===== src/design/llc_pkg.sv =====
// Package for the LRU lookup cache: request/response words, cell command
// and the neighbor-chain struct passed between cells.
// No dependencies.
`default_nettype none

package llc_pkg;

	// Width of the capacity register
	localparam int CAP_BITS = 5;
	// Field widths of the request and response words
	localparam int OP_BITS  = 1;
	localparam int KEY_W    = 32;
	localparam int VALUE_W  = 32;

	// Request opcodes
	localparam logic [OP_BITS-1:0] OP_GET = 1'b0;
	localparam logic [OP_BITS-1:0] OP_PUT = 1'b1;

	typedef struct packed {
		logic [OP_BITS-1:0] opcode;
		logic [KEY_W-1:0]   key;
		logic [VALUE_W-1:0] write_value;
	} req_t;

	typedef struct packed {
		logic               hit;
		logic [VALUE_W-1:0] read_value;
	} rsp_t;

	// Command broadcast to every cell
	typedef enum logic [1:0] {
		CMD_NONE   = 2'd0,
		CMD_CLEAR  = 2'd1,
		CMD_TOUCH  = 2'd2,
		CMD_INSERT = 2'd3
	} cmd_kind_t;

	typedef struct packed {
		cmd_kind_t kind;
		logic      upd_value;  // touch also overwrites the value (put hit)
		logic      use_evict;  // insert reuses the least recent slot
	} cell_cmd_t;

	// Passed from each cell to the next one up the row
	typedef struct packed {
		logic               hit;         // some lower cell matched
		logic               free_seen;   // some lower cell is empty
		logic               evict_seen;  // some lower cell is least recent
		logic [VALUE_W-1:0] read_value;  // value of the matching cell, else zero
	} chain_t;

endpackage

`default_nettype wire


===== src/design/lru_lookup_cache_top.sv =====
// Fully associative key/value cache with LRU replacement: a row of llc_cell
// slots joined by a priority chain. Uses llc_pkg and llc_cell.
`default_nettype none

// Usage:
//   req channel (req_valid/req_stall/req_data): one get or put word each.
//   rsp channel (rsp_valid/rsp_stall/rsp_data): exactly one response word per
//   request, in order. hit tells whether the key was present; read_value is
//   the stored value on a get hit and zero otherwise.
//   cfg channel (cfg_valid/cfg_ready/cfg_data): writes the capacity and
//   empties the cache. Write it only while no request is in flight.
// The request word is registered in item_q; the response is registered in
//   rsp_q when that request commits. Throughput: one request per cycle while
//   no waiting response is stalled; the slot row compares and updates all
//   entries when the request commits, and the next request is taken in that same cycle.
// When rsp_stall is high with a response waiting, the pending request holds
//   in its register and req_stall goes high until the response is taken.
// Reset empties every slot and sets the capacity to 16; values zero and
//   above the slot count act as 1 and as the slot count.
module lru_lookup_cache_top #(
	parameter int MAX_ENTRIES = 16
) (
	input  wire                              clk,
	input  wire                              arst_n,
	input  wire                              req_valid,
	output logic                             req_stall,
	input  llc_pkg::req_t                    req_data,
	output logic                             rsp_valid,
	input  wire                              rsp_stall,
	output llc_pkg::rsp_t                    rsp_data,
	input  wire                              cfg_valid,
	output logic                             cfg_ready,
	input  wire  [llc_pkg::CAP_BITS-1:0]     cfg_data
);

	localparam int AW = (MAX_ENTRIES > 1) ? $clog2(MAX_ENTRIES) : 1;
	localparam int LW = $clog2(MAX_ENTRIES + 1);
	localparam int EW = (LW > llc_pkg::CAP_BITS) ? LW : llc_pkg::CAP_BITS;

	logic                           busy_q;
	llc_pkg::req_t                  item_q;
	logic                           rsp_valid_q;
	llc_pkg::rsp_t                  rsp_q;
	logic [llc_pkg::CAP_BITS-1:0]   capacity_q;
	logic [LW-1:0]                  live_count_q;

	logic                           commit;
	logic                           accept;
	logic                           cfg_we;
	llc_pkg::cell_cmd_t             cmd;
	llc_pkg::chain_t                chain_w [MAX_ENTRIES+1];
	logic [MAX_ENTRIES-1:0]         match_w;
	logic [AW-1:0]                  age_w   [MAX_ENTRIES];
	logic [AW-1:0]                  found_age;
	logic [EW-1:0]                  cap_ext;
	logic [EW-1:0]                  eff_cap;
	logic                           need_evict;
	logic                           use_evict;
	logic                           slot_ok;
	logic                           is_put;
	logic                           hit;
	logic [llc_pkg::KEY_W-1:0]      item_key;
	logic [llc_pkg::VALUE_W-1:0]    item_value;

	// Handshakes
	assign commit    = busy_q && (!rsp_valid_q || !rsp_stall);
	assign req_stall = busy_q && !commit;
	assign accept    = req_valid && !req_stall;
	assign cfg_ready = !busy_q;
	assign cfg_we    = cfg_valid && cfg_ready;
	assign rsp_valid = rsp_valid_q;
	assign rsp_data  = rsp_q;

	assign item_key   = item_q.key;
	assign item_value = item_q.write_value;
	assign is_put     = (item_q.opcode == llc_pkg::OP_PUT);
	assign hit        = chain_w[MAX_ENTRIES].hit;

	// Effective capacity, clamped to 1 .. MAX_ENTRIES
	assign cap_ext = EW'(capacity_q);
	always_comb begin
		if (cap_ext == '0) begin
			eff_cap = EW'(1);
		end else if (cap_ext > EW'(MAX_ENTRIES)) begin
			eff_cap = EW'(MAX_ENTRIES);
		end else begin
			eff_cap = cap_ext;
		end
	end

	assign need_evict = (EW'(live_count_q) >= eff_cap);
	assign use_evict  = need_evict && chain_w[MAX_ENTRIES].evict_seen;
	assign slot_ok    = use_evict || chain_w[MAX_ENTRIES].free_seen;

	// Age of the matching slot
	always_comb begin
		found_age = '0;
		for (int i = 0; i < MAX_ENTRIES; i++) begin
			found_age = found_age | (match_w[i] ? age_w[i] : '0);
		end
	end

	// Command to the slot row
	always_comb begin
		cmd.kind      = llc_pkg::CMD_NONE;
		cmd.upd_value = 1'b0;
		cmd.use_evict = use_evict;
		if (cfg_we) begin
			cmd.kind = llc_pkg::CMD_CLEAR;
		end else if (commit) begin
			if (hit) begin
				cmd.kind      = llc_pkg::CMD_TOUCH;
				cmd.upd_value = is_put;
			end else if (is_put && slot_ok) begin
				cmd.kind = llc_pkg::CMD_INSERT;
			end
		end
	end

	// Slot row
	assign chain_w[0] = '0;
	for (genvar g = 0; g < MAX_ENTRIES; g++) begin : g_cell
		llc_cell #(
			.KEY_BITS   (llc_pkg::KEY_W),
			.VALUE_BITS (llc_pkg::VALUE_W),
			.AW         (AW),
			.LW         (LW)
		) u_cell (
			.clk        (clk),
			.arst_n     (arst_n),
			.cmd        (cmd),
			.key        (item_key),
			.wr_value   (item_value),
			.touch_age  (found_age),
			.live_count (live_count_q),
			.chain_in   (chain_w[g]),
			.chain_out  (chain_w[g+1]),
			.match      (match_w[g]),
			.age        (age_w[g])
		);
	end

	// Control: pending item, response valid, capacity, live count
	always_ff @(posedge clk or negedge arst_n) begin
		if (!arst_n) begin
			busy_q       <= 1'b0;
			rsp_valid_q  <= 1'b0;
			capacity_q   <= llc_pkg::CAP_BITS'(16);
			live_count_q <= '0;
		end else begin
			if (accept) begin
				busy_q <= 1'b1;
			end else if (commit) begin
				busy_q <= 1'b0;
			end

			if (commit) begin
				rsp_valid_q <= 1'b1;
			end else if (!rsp_stall) begin
				rsp_valid_q <= 1'b0;
			end

			if (cfg_we) begin
				capacity_q   <= cfg_data;
				live_count_q <= '0;
			end else if (cmd.kind == llc_pkg::CMD_INSERT && !use_evict) begin
				live_count_q <= live_count_q + LW'(1);
			end
		end
	end

	// Payload registers
	always_ff @(posedge clk) begin
		if (accept) begin
			item_q <= req_data;
		end
		if (commit) begin
			rsp_q.hit        <= hit;
			rsp_q.read_value <= (!is_put && hit) ? chain_w[MAX_ENTRIES].read_value : '0;
		end
	end

endmodule

`default_nettype wire


===== src/design/llc_cell.sv =====
// One cache slot: key, value, valid and recency age, with its compare and
// update logic. Uses llc_pkg for the command and chain structs.
`default_nettype none

module llc_cell #(
	parameter int KEY_BITS   = 32,
	parameter int VALUE_BITS = 32,
	parameter int AW         = 4,
	parameter int LW         = 5
) (
	input  wire                     clk,
	input  wire                     arst_n,
	input  llc_pkg::cell_cmd_t      cmd,
	input  wire  [KEY_BITS-1:0]     key,
	input  wire  [VALUE_BITS-1:0]   wr_value,
	input  wire  [AW-1:0]           touch_age,
	input  wire  [LW-1:0]           live_count,
	input  llc_pkg::chain_t         chain_in,
	output llc_pkg::chain_t         chain_out,
	output logic                    match,
	output logic [AW-1:0]           age
);

	logic [KEY_BITS-1:0]   key_q;
	logic [VALUE_BITS-1:0] value_q;
	logic                  valid_q;
	logic [AW-1:0]         age_q;
	logic                  evict_cand;
	logic                  target;

	assign match = valid_q && (key_q == key);
	assign age   = age_q;

	// Oldest live entry: age is live_count - 1
	assign evict_cand = valid_q && ((LW'(age_q) + LW'(1)) == live_count);

	// Pass first-match, first-free and first-evict info up the row
	always_comb begin
		chain_out.hit        = chain_in.hit | match;
		chain_out.free_seen  = chain_in.free_seen | !valid_q;
		chain_out.evict_seen = chain_in.evict_seen | evict_cand;
		chain_out.read_value = chain_in.read_value |
			(match ? llc_pkg::VALUE_W'(value_q) : '0);
	end

	// This slot takes the inserted entry
	assign target = cmd.use_evict ? (evict_cand && !chain_in.evict_seen)
	                              : (!valid_q && !chain_in.free_seen);

	// Valid and age
	always_ff @(posedge clk or negedge arst_n) begin
		if (!arst_n) begin
			valid_q <= 1'b0;
			age_q   <= '0;
		end else begin
			unique case (cmd.kind)
				llc_pkg::CMD_CLEAR: begin
					valid_q <= 1'b0;
					age_q   <= '0;
				end
				llc_pkg::CMD_TOUCH: begin
					if (match) begin
						age_q <= '0;
					end else if (valid_q && (age_q < touch_age)) begin
						age_q <= age_q + AW'(1);
					end
				end
				llc_pkg::CMD_INSERT: begin
					if (target) begin
						valid_q <= 1'b1;
						age_q   <= '0;
					end else if (valid_q) begin
						age_q <= age_q + AW'(1);
					end
				end
				default: begin
				end
			endcase
		end
	end

	// Key and value payload
	always_ff @(posedge clk) begin
		if (cmd.kind == llc_pkg::CMD_INSERT && target) begin
			key_q   <= key;
			value_q <= wr_value;
		end else if (cmd.kind == llc_pkg::CMD_TOUCH && cmd.upd_value && match) begin
			value_q <= wr_value;
		end
	end

endmodule

`default_nettype wire


===== config.mk =====
export PLATFORM = sky130hd
export DESIGN_NAME = lru_lookup_cache_top
export DESIGN_NICKNAME = d
export VERILOG_FILES = /design/src/design/llc_pkg.sv /design/src/design/lru_lookup_cache_top.sv /design/src/design/llc_cell.sv
export SDC_FILE = /design/constraint.sdc
export NUM_CORES = 2
export LEC_CHECK = 0
export ABC_CLOCK_PERIOD_IN_PS = 16300
export CAP_MARGIN = 20
export CORE_UTILIZATION = 45
export CTS_CLUSTER_SIZE = 28
export DETAILED_ROUTE_END_ITERATION = 8
export DONT_BUFFER_PORTS = 1
export PLACE_DENSITY = 0.64
export SKIP_LAST_GASP = 1
export SYNTH_ARGS = -nofsm -noshare
export SYNTH_HDL_FRONTEND = slang
export SYNTH_HIERARCHICAL = 1
export SYNTH_SLANG_ARGS = --single-unit

===== constraint.sdc =====
create_clock -name clk -period 16.3 [get_ports clk]
set_clock_uncertainty 0.15 [all_clocks]
set_input_delay 0.815 -clock clk [delete_from_list [all_inputs] [get_ports clk]]
set_output_delay 0.815 -clock clk [all_outputs]
set_load 0.01 [all_outputs]

==> impl_summary.txt <==
----------------------------------------------------
[Critical path]
  Number of cell instances on the worst register-to-register path ... 28
  Class of the most critical setup path ... reg -> reg
  CP Launch Type ... flip-flop
  Element type at the critical path end ... flip-flop
  CP delay by family, top ... simple AND/OR/NAND/NOR gates
  CP Data Required Time ... between 15 and 20 ns
  Reg-to-reg endpoint ... g_cell[15].u_cell/value_q[2]
  Most Frequent Cell on Critical Path ... or2_2
  Slowest stage cell on the critical path ... buf_4
  CP bufs+invs ... 4
  Setup slack on the worst flop-to-flop path ... 6.76 ns
  Longest individual stage delay on the worst path ... 0.58 ns
  Critical path arrival ... 9.79 ns
  Critical register-to-register path startpoint ... live_count_q[2]
  First element of the critical path ... live_count_q[2]
  Crit path max fanout ... 83

[Final layout]
  Area of all placed cells without fillers ... between 60000 and 70000 um2
  Post-layout instance count excluding filler cells ... about 5800
  Proportion of layout cells with a drive suffix above 1 ... between 10% and 20%
  Area growth from synthesis to layout ... 13.8%
  Total Nets Final ... 4236

[GRT]
  Remaining global-route overflow ... 0
  All-Layer GR Usage ... 22.7%
  Maximum number of pins on one net before global-route repair ... 93
  Antenna violations before repair ... 8
  First-pass GRT wire length ... 214 mm
  Via count of the first global-routing pass ... about 33000

[Placed design]
  Number of input and output port buffers inserted ... 0
  Placed cell areas ... approximately 58000 um2
  Gpl congestion ... 0.852
  HPWL after DPL ... 87.2 mm
  Cells after DPL ... 5517

[Timing]
  Time the final worst path needs with I/O delays and setup ... 9.54 ns
  Maximum clock frequency ... 105 MHz
  Max-slew violations ... 0
  Unrepaired setup endpoints after global routing ... no
  Transition time at the pin with the least slew margin ... 1.00 ns
  Slew Limit Headroom ... 33.1%
  Setup violators final ... 0
  Period Utilization, post-route ... 58.6%
  Sum Neg Setup Slack ... 0 ns
  Final hold violation count ... 0

[Die]
  Row cnt ... 128
  Number of placed I/O pins ... 111
  Starting density of the core ... 45.5%
  Core region area ... 122000 um2
  Horiz. Die Dim ... 353 um
  DIE HEIGHT ... 353 um
  Die ar. ... 125000 um2

[Status]
  Run status ... finished clean

[Clock network]
  Clock-pin slew of the registers on the worst-case setup and hold paths ... 0.07 ns
  Total number of clock tree sinks ... 1214
  Worst-Skew Late Latency ... a little under 0.8 ns
  Buffer depth of the longest clock path ... 3
  Number of CTS-inserted buffers ... 121
  Clock tree from TritonCTS ... yes
  Number of gates resized after CTS ... 0
  CTS H-tree lvls ... 3
  Master cell of the clock root buffer ... clkbuf_16

[Synth]
  Largest family of logic cells by synthesized area ... compound AO/OA/AOI/OAI gates
  Most frequent cells after synthesis ... edfxtp_1, a21o_1, xor2_1
  Cell types occupying the most area after synthesis ... edfxtp_1, a21o_1, xor2_1
  Share of the synthesized area in compound gates (AO/OA/AOI/OAI) ... 13.6%
  Top cell type's share of synthesized area ... 60.7%
  Cell area after synthesis ... 55500 um2
  Count of flip-flops with a built-in enable after synthesis ... 1122
  Primary FF master, synth ... edfxtp_1
  Number of distinct library cell variants in the gate-level netlist after synthesis ... between 80 and 90
  Synth Instances ... 3811
  Fraction of synthesis flops using an asynchronous set or reset pin ... 7.58%
  Adder-cell area share of the yosys netlist ... about 1.6%
  Share of cell area taken by muxes after synthesis ... 0.552%
  Xor and xnor fraction of the mapped netlist area ... 8.79%
  Sequential element share of the synthesized area ... 64.8%
  Number of synthesized register bits ... 1214
  Avg Inst Size Synth ... 14.6 um2
  Yosys warns ... 6
  Leading area contributor after synthesis ... edfxtp_1
  Most numerous cell in the Yosys netlist ... edfxtp_1
  Area fraction in and, or, nand and nor cells after synthesis ... 8.39%

[Power]
  Net switching power figure ... 0.00178 W
  Share of total power in combinational logic ... roughly 9.9%
  Proportion of power drawn by flip-flops and latches ... 51.0%
  Internal Dissipation ... around 0.0054 W
  Share of total power in the clock network ... 39.1%
  Switching fraction of total power ... about 25%
  Max VDD drop ... 0.0977 mV
  Leakage Power ... 23.8 nW
  Tot Pwr ... about 0.0071 W
  Power density relative to cell area ... 113 nW/um2

[Drt]
  Total length of routed wires ... 142 mm
  Detail Route met3 WL ... 7.20 mm
  Number of remaining DRC errors ... 0
  Vias per cell ... 5.74
  Amount of wire on met2 after detailed routing ... 69.2 mm
  WL met1 ... 61.1 mm
  DR vias ... 33400
  Routed wire per std cell ... 24.4 um
  DR pass1 iterations ... 6
  Remaining antenna violation count after routing ... 0
  Top sig layer ... met5
  Initial DRC count ... 3162

[Hold path]
  Sink of the worst hold path ... busy_q
  Hold Path Class ... in -> reg
  Instance count along the most critical hold path ... 2
  Hold Startpoint ... rsp_stall

[Job]
  # Max-Cap Violations ... 0

----------------------------------------------------
==> how the worst max path moves through the flow <==
stage / end / slack, ns / cells after the start
after floorplan: g_cell[1].u_cell/value_q[0] / 3.31 / 25
after global placement: g_cell[12].u_cell/value_q[30] / 6.75 / 28
after detailed placement: g_cell[12].u_cell/value_q[30] / 6.84 / 28
after CTS: g_cell[12].u_cell/value_q[30] / 6.79 / 29
after global routing: g_cell[15].u_cell/value_q[8] / 6.42 / 28
final: g_cell[15].u_cell/value_q[2] / 6.76 / 28
==> per-layer routing <==
layer,vias to the layer above,track usage (%)
met5,-,0
met1,16900,30.2
li1,15200,-
met2,1068,38.1
met4,2,8.01
met3,260,3.16
==> flip-flops by register name (all words and copies together), names as in the netlist <==
signal / count
cap_ext: 5
item_key: 32
busy_q: 1
g_cell.u_cell/key_q: 512
g_cell.u_cell/age: 64
item_value: 32
live_count_q: 5
is_put: 1
rsp_data: 33
g_cell.u_cell/value_q: 512
rsp_valid: 1
g_cell.u_cell/valid_q: 16
==> power by group through the flow <==
stage                     clock, W  sequential (W)  combinational (W)
final                      0.00279         0.00364           0.000707
after global routing       0.00294         0.00365           0.000774
after floorplan                  0         0.00368           0.000458
after CTS                  0.00283         0.00364           0.000703
after detailed placement         0         0.00370           0.000676
after global placement           0         0.00370           0.000664
==> cell type report <==
type	count	area (um2)
diodes	1	2.50
repair buffers	197	1730
clock inverters	68	767
inverters	198	743
well taps	1625	2030
clock buffers	157	3190
flip-flops and latches	1214	36000
multi-input cells	2359	18700
fillers	10200	58900
==> placed cells by master (no fill, tap or decap), types with 24 or more instances in the layout <==
master / instances
a21o_1: 553
nand2b_1: 105
nand4_1: 61
nor4_1: 97
nor2_1: 47
nor3_1: 24
and2_1: 39
edfxtp_1: 1122
a22oi_1: 31
xor2_1: 354
nand3_1: 94
conb_1: 38
dlygate4sd3_1: 73
ha_1: 70
clkbuf_16: 121
xnor2_1: 181
nor2b_1: 26
clkbuf_1: 33
a221oi_1: 26
inv_1: 197
clkinv_1: 27
dfrtp_1: 89
buf_4: 120
nand2_1: 77
or4_1: 33
==> metrics by stage <==
step           setup WS (ns)  hold WS [ns]  util, %
2_1_floorplan           3.31         0.296        -
3_3_place_gp            6.75         0.324     47.8
3_5_place_dp            6.84         0.336     47.8
4_1_cts                 6.79        0.0536     51.7
5_1_grt                 6.42        0.0956     51.7
6_report                6.76         0.122     51.7
==> cell families after synthesis <==
logic type / after synthesis
adders and majority gates: 70
DFF: 1214
xor gates and xnor gates: 547
muxes: 26
AOI/OAI and AO/OA: 927
and+or+nand+nor: 751
other: 1
buffers and inverters: 275
==> timing repair <==
item,in CTS,in global routing
hold buffers,74,0
endpoints found under the hold margin,164,0
setup buffers,0,0
Power figures use the tool's default switching activity.
